## src/plin_ram.sv

```systemverilog
// ----------------------------------------------------------------------------
// plin_ram
// Generic single-port RAM with registered read data.
// ----------------------------------------------------------------------------
module plin_ram #(
  parameter int WIDTH = 32,
  parameter int DEPTH = 64
) (
  input  logic                     clk,
  input  logic                     we,
  input  logic [$clog2(DEPTH)-1:0] addr,
  input  logic [WIDTH-1:0]         wdata,
  output logic [WIDTH-1:0]         rdata
);

  logic [WIDTH-1:0] mem [DEPTH];

  // Write, and registered read of the contents before the write
  always_ff @(posedge clk) begin
    if (we) begin
      mem[addr] <= wdata;
    end
    rdata <= mem[addr];
  end

endmodule

```

## config.mk

```make
export PLATFORM = sky130hd
export DESIGN_NAME = plin_ram
export DESIGN_NICKNAME = d
export VERILOG_FILES = /design/src/plin_ram.sv
export SDC_FILE = /design/constraint.sdc
export NUM_CORES = 2
export LEC_CHECK = 0
export BUFFER_PORTS_ARGS = -buffer_cell sky130_fd_sc_hd__buf_4
export CAP_MARGIN = 40
export CORE_ASPECT_RATIO = 0.8
export CORE_MARGIN = 2
export CORE_UTILIZATION = 60
export CTS_CLUSTER_DIAMETER = 50
export CTS_CLUSTER_SIZE = 28
export DETAILED_ROUTE_END_ITERATION = 12
export GPL_TIMING_DRIVEN = 0
export PLACE_DENSITY_LB_ADDON = 0.05
export SETUP_SLACK_MARGIN = 0.02
export SLEW_MARGIN = 10
export SYNTH_ARGS = -nofsm -noshare
export SYNTH_HDL_FRONTEND = slang
export SYNTH_SLANG_ARGS = --single-unit
```

## constraint.sdc

```tcl
create_clock -name clk -period 4.3 [get_ports clk]
set_input_delay 0.215 -clock clk [delete_from_list [all_inputs] [get_ports clk]]
set_output_delay 0.215 -clock clk [all_outputs]
set_load 0.02 [all_outputs]
```

==> metrics <==
status finished with violations; failing checks hold timing; # fillers 8,519; Worst Tran Pin Value 1010 ps; area leader, netlist edfxtp_1; dpl ws -706 ps; DIE AREA 134,000 sq um; CP endpoint kind flip-flop; Final ANT Viol Nets 0; clk sinks 2,080; Area Growth Syn to Fin 13.4%; vias in the first global route about 42,000; Synth Area in XOR/XNOR 0%; DIE WIDTH 410 um; Multi-input gate area 16,000 sq um; Vias per Instance 7.01; Core Box Area between 100,000 and 150,000 sq um; final setup fails 0; net switching component of the power 9.25 mW; adder-cell share of the synthesized area 0%; via count 45,490; Clock power frac 36.9%; unrepaired setup endpoints after global routing no; Net Count, Synth about 4,300; main flop type after synthesis edfxtp_1; CP Buf/Inv Count 9; CTS root buf clkbuf_16; Register Area 62,100 sq um; Detailed Route Iter0 Violations about 7,900; Total Power approximately 40 mW; post-synth cell types 56; YS warnings 0; cell with the most instances after synthesis edfxtp_1; global route overflow 0; Post-Synth Simple-Gate Area 2.81%; FF-to-FF setup slack between 1000 and 1500 ps; # IOs 72; Max IR drop VDD between 400 and 500 uV; Top cell by count, worst path buf_2; sw frac 23.3%; Fin. Hold Viols 17; GPL Wtd Cong 0.974; nets 4,647; largest family of logic cells by synthesized area compound AO/OA/AOI/OAI gates; ratio of cells with drive above 1 in the final layout ~18%; post-DP HPWL about 150,000 um; Worst path top cell family by delay buffers and inverters; row cnt 119; Num CTS Buffers 144; Pint 30.4 mW; Sequential Power Share between 50% and 60%; CP Data Arrival Time about 4600 ps; gr usage total 34.6%; Avg Inst Size Synth 18.6 sq um; DRC viols 0; DRT Pass-1 Iters 7; initial antenna violation count 13; Max H-tree Level 4; synthesized area 78,900 sq um; Synth Area in Compound Gates under 10%; Slew Limit Fails 0; period utilization 95.0%; top cells by count, synth 2,048 x edfxtp_1, 259 x mux2i_1, 188 x a22oi_1; setup slack after layout 214 ps; fin crit period 4090 ps; worst hold path class primary input to flip-flop; synth top area cells edfxtp_1 78%, mux2i_1 3.3%, mux4_2 2.7%; clk buf depth 3; post-synth top area share between 70% and 80%; area post-placement 84,100 sq um; IO buf count 70; slowest CP cell nor2_4; WL/cell 36.0 um; clk_lat worst skew 840 ps; CTS tree built; Final Instance Area 89,500 sq um; largest net degree at the start of global routing 65; worst relative slew slack 32.1%; Worst path max stage delay 640 ps; Worst-path clk slew 80 ps; EDFF count, synth 2,048; Max Clock Freq about 240 MHz; Critical Path RT a little under 5000 ps; startpoint types primary input; first-pass GRT wire length 323,000 um; P per Cell Area 443 nW/um^2; Mapped Cells 4,239; worst-path maximum fanout 18; Logic pwr share 6.5%; Initial Util 60.2%; routed wire length approximately 230,000 um; synthesized flop and latch total 2,080; Static Leak approximately 29 nW; PostCTS Resize Cnt 0; Crit Path Class primary input to flip-flop; clock skew 32.8 ps; MaxCap Viol Count 0; WHS -25.3 ps; worst path cell trace buf_4 -> buf_2 -> buf_2 -> buf_2 -> buf_2 -> buf_2 -> buf_2 -> nand3_1 -> buf_6 -> nor2_4 -> buf_12; mux cell area share after synthesis 8.12%; die height 328 um; Synth async-reset ratio 0%; post-synthesis sequential area ratio 78.7%
## metal layers
layer | GRT usage (%) | share of wire, %
met1 | 52.5 | 40
met2 | 47.1 | 42
met3 | 12.0 | 15
met4 | 11.1 | 3.6
met5 | 0.563 | 0.11
## per-stage QoR
step / util (%) / setup TNS, ps / std cells
after floorplan: - / 0 / 4239
after global placement: 62.3 / -3966510 / 6063
after detailed placement: 64.2 / -490800 / 6174
after CTS: 68.2 / 0 / 6461
after global routing: 68.3 / 0 / 6484
final: 68.3 / 0 / 6487
## path summary, 6_finish.rpt
check                             start                    end  cells after the start
hold / removal                wdata[16]  mem[23][16]$_DFFE_PP_                      1
setup / recovery                addr[2]  mem[39][23]$_DFFE_PP_                     11
setup reg to reg  mem[29][15]$_DFFE_PP_      rdata[15]$_DFF_P_                      5
hold reg to reg    mem[4][14]$_DFFE_PP_      rdata[14]$_DFF_P_                      4
## placed cells by master (no fill, tap or decap), types with 16 or more instances in the layout
cell type      Yosys  final
edfxtp_1        2048   2048
mux2i_1          259    259
a22oi_1          188    188
a221oi_1         175    175
clkbuf_1         168    172
clkbuf_16          0    153
mux2_2           147    147
a21oi_1          121    121
mux4_2            96     96
buf_2             83     93
o22ai_1           93     93
and3_1            85     85
o21ai_0           84     84
buf_4              8     82
nor2_1           145     81
o22a_1            70     70
a22o_1            66     66
nor2_4             0     64
nand3_1           54     54
buf_12             3     48
a31oi_1           43     43
buf_1             33     38
dfxtp_1           32     32
nand2_1           28     28
buf_16             0     25
dlygate4sd3_1      0     23
inv_6              0     22
buf_6              2     21
nor3_1            22     20
nand2b_1          18     18
a211oi_1          17     17
a222oi_1          16     16
clkinv_2           0     16
## repair_timing
item                      CTS  global route
hold buffers               20             3
setup buffers               0             0
hold endpoints to repair  574            36
## power by group through the flow
stage               Sequential, mW  Clock [mW]  Combinational [mW]
finish                        22.5        14.6                2.58
global route                  22.5        15.4                2.65
CTS                           22.5        14.6                2.48
detailed placement            22.9           0                2.45
global placement              22.9           0                2.34
floorplan                     23.0           0                1.07
## sequential cells by signal, summed over array words and instances, names as in the netlist
name and flops:
rdata 32, mem 2048
## kinds of logic after synthesis
family	Yosys count
AOI/OAI and AO/OA	933
buffers and inverters	300
DFF	2080
muxes	502
and+or+nand+nor	424
## layout make-up
class                           instances  share of cell area, %
Sequential cell                      2080                   69.4
Multi-Input combinational cell       1859                   17.8
Clock buffer                          157                   4.29
Timing Repair Buffer                  222                   3.27
Tap cell                             1754                   2.45
Buffer                                298                   1.47
Clock inverter                        110                   1.24
Antenna cell                            5                 0.0140
Inverter                                2                0.00839
Power figures use the tool's default switching activity.
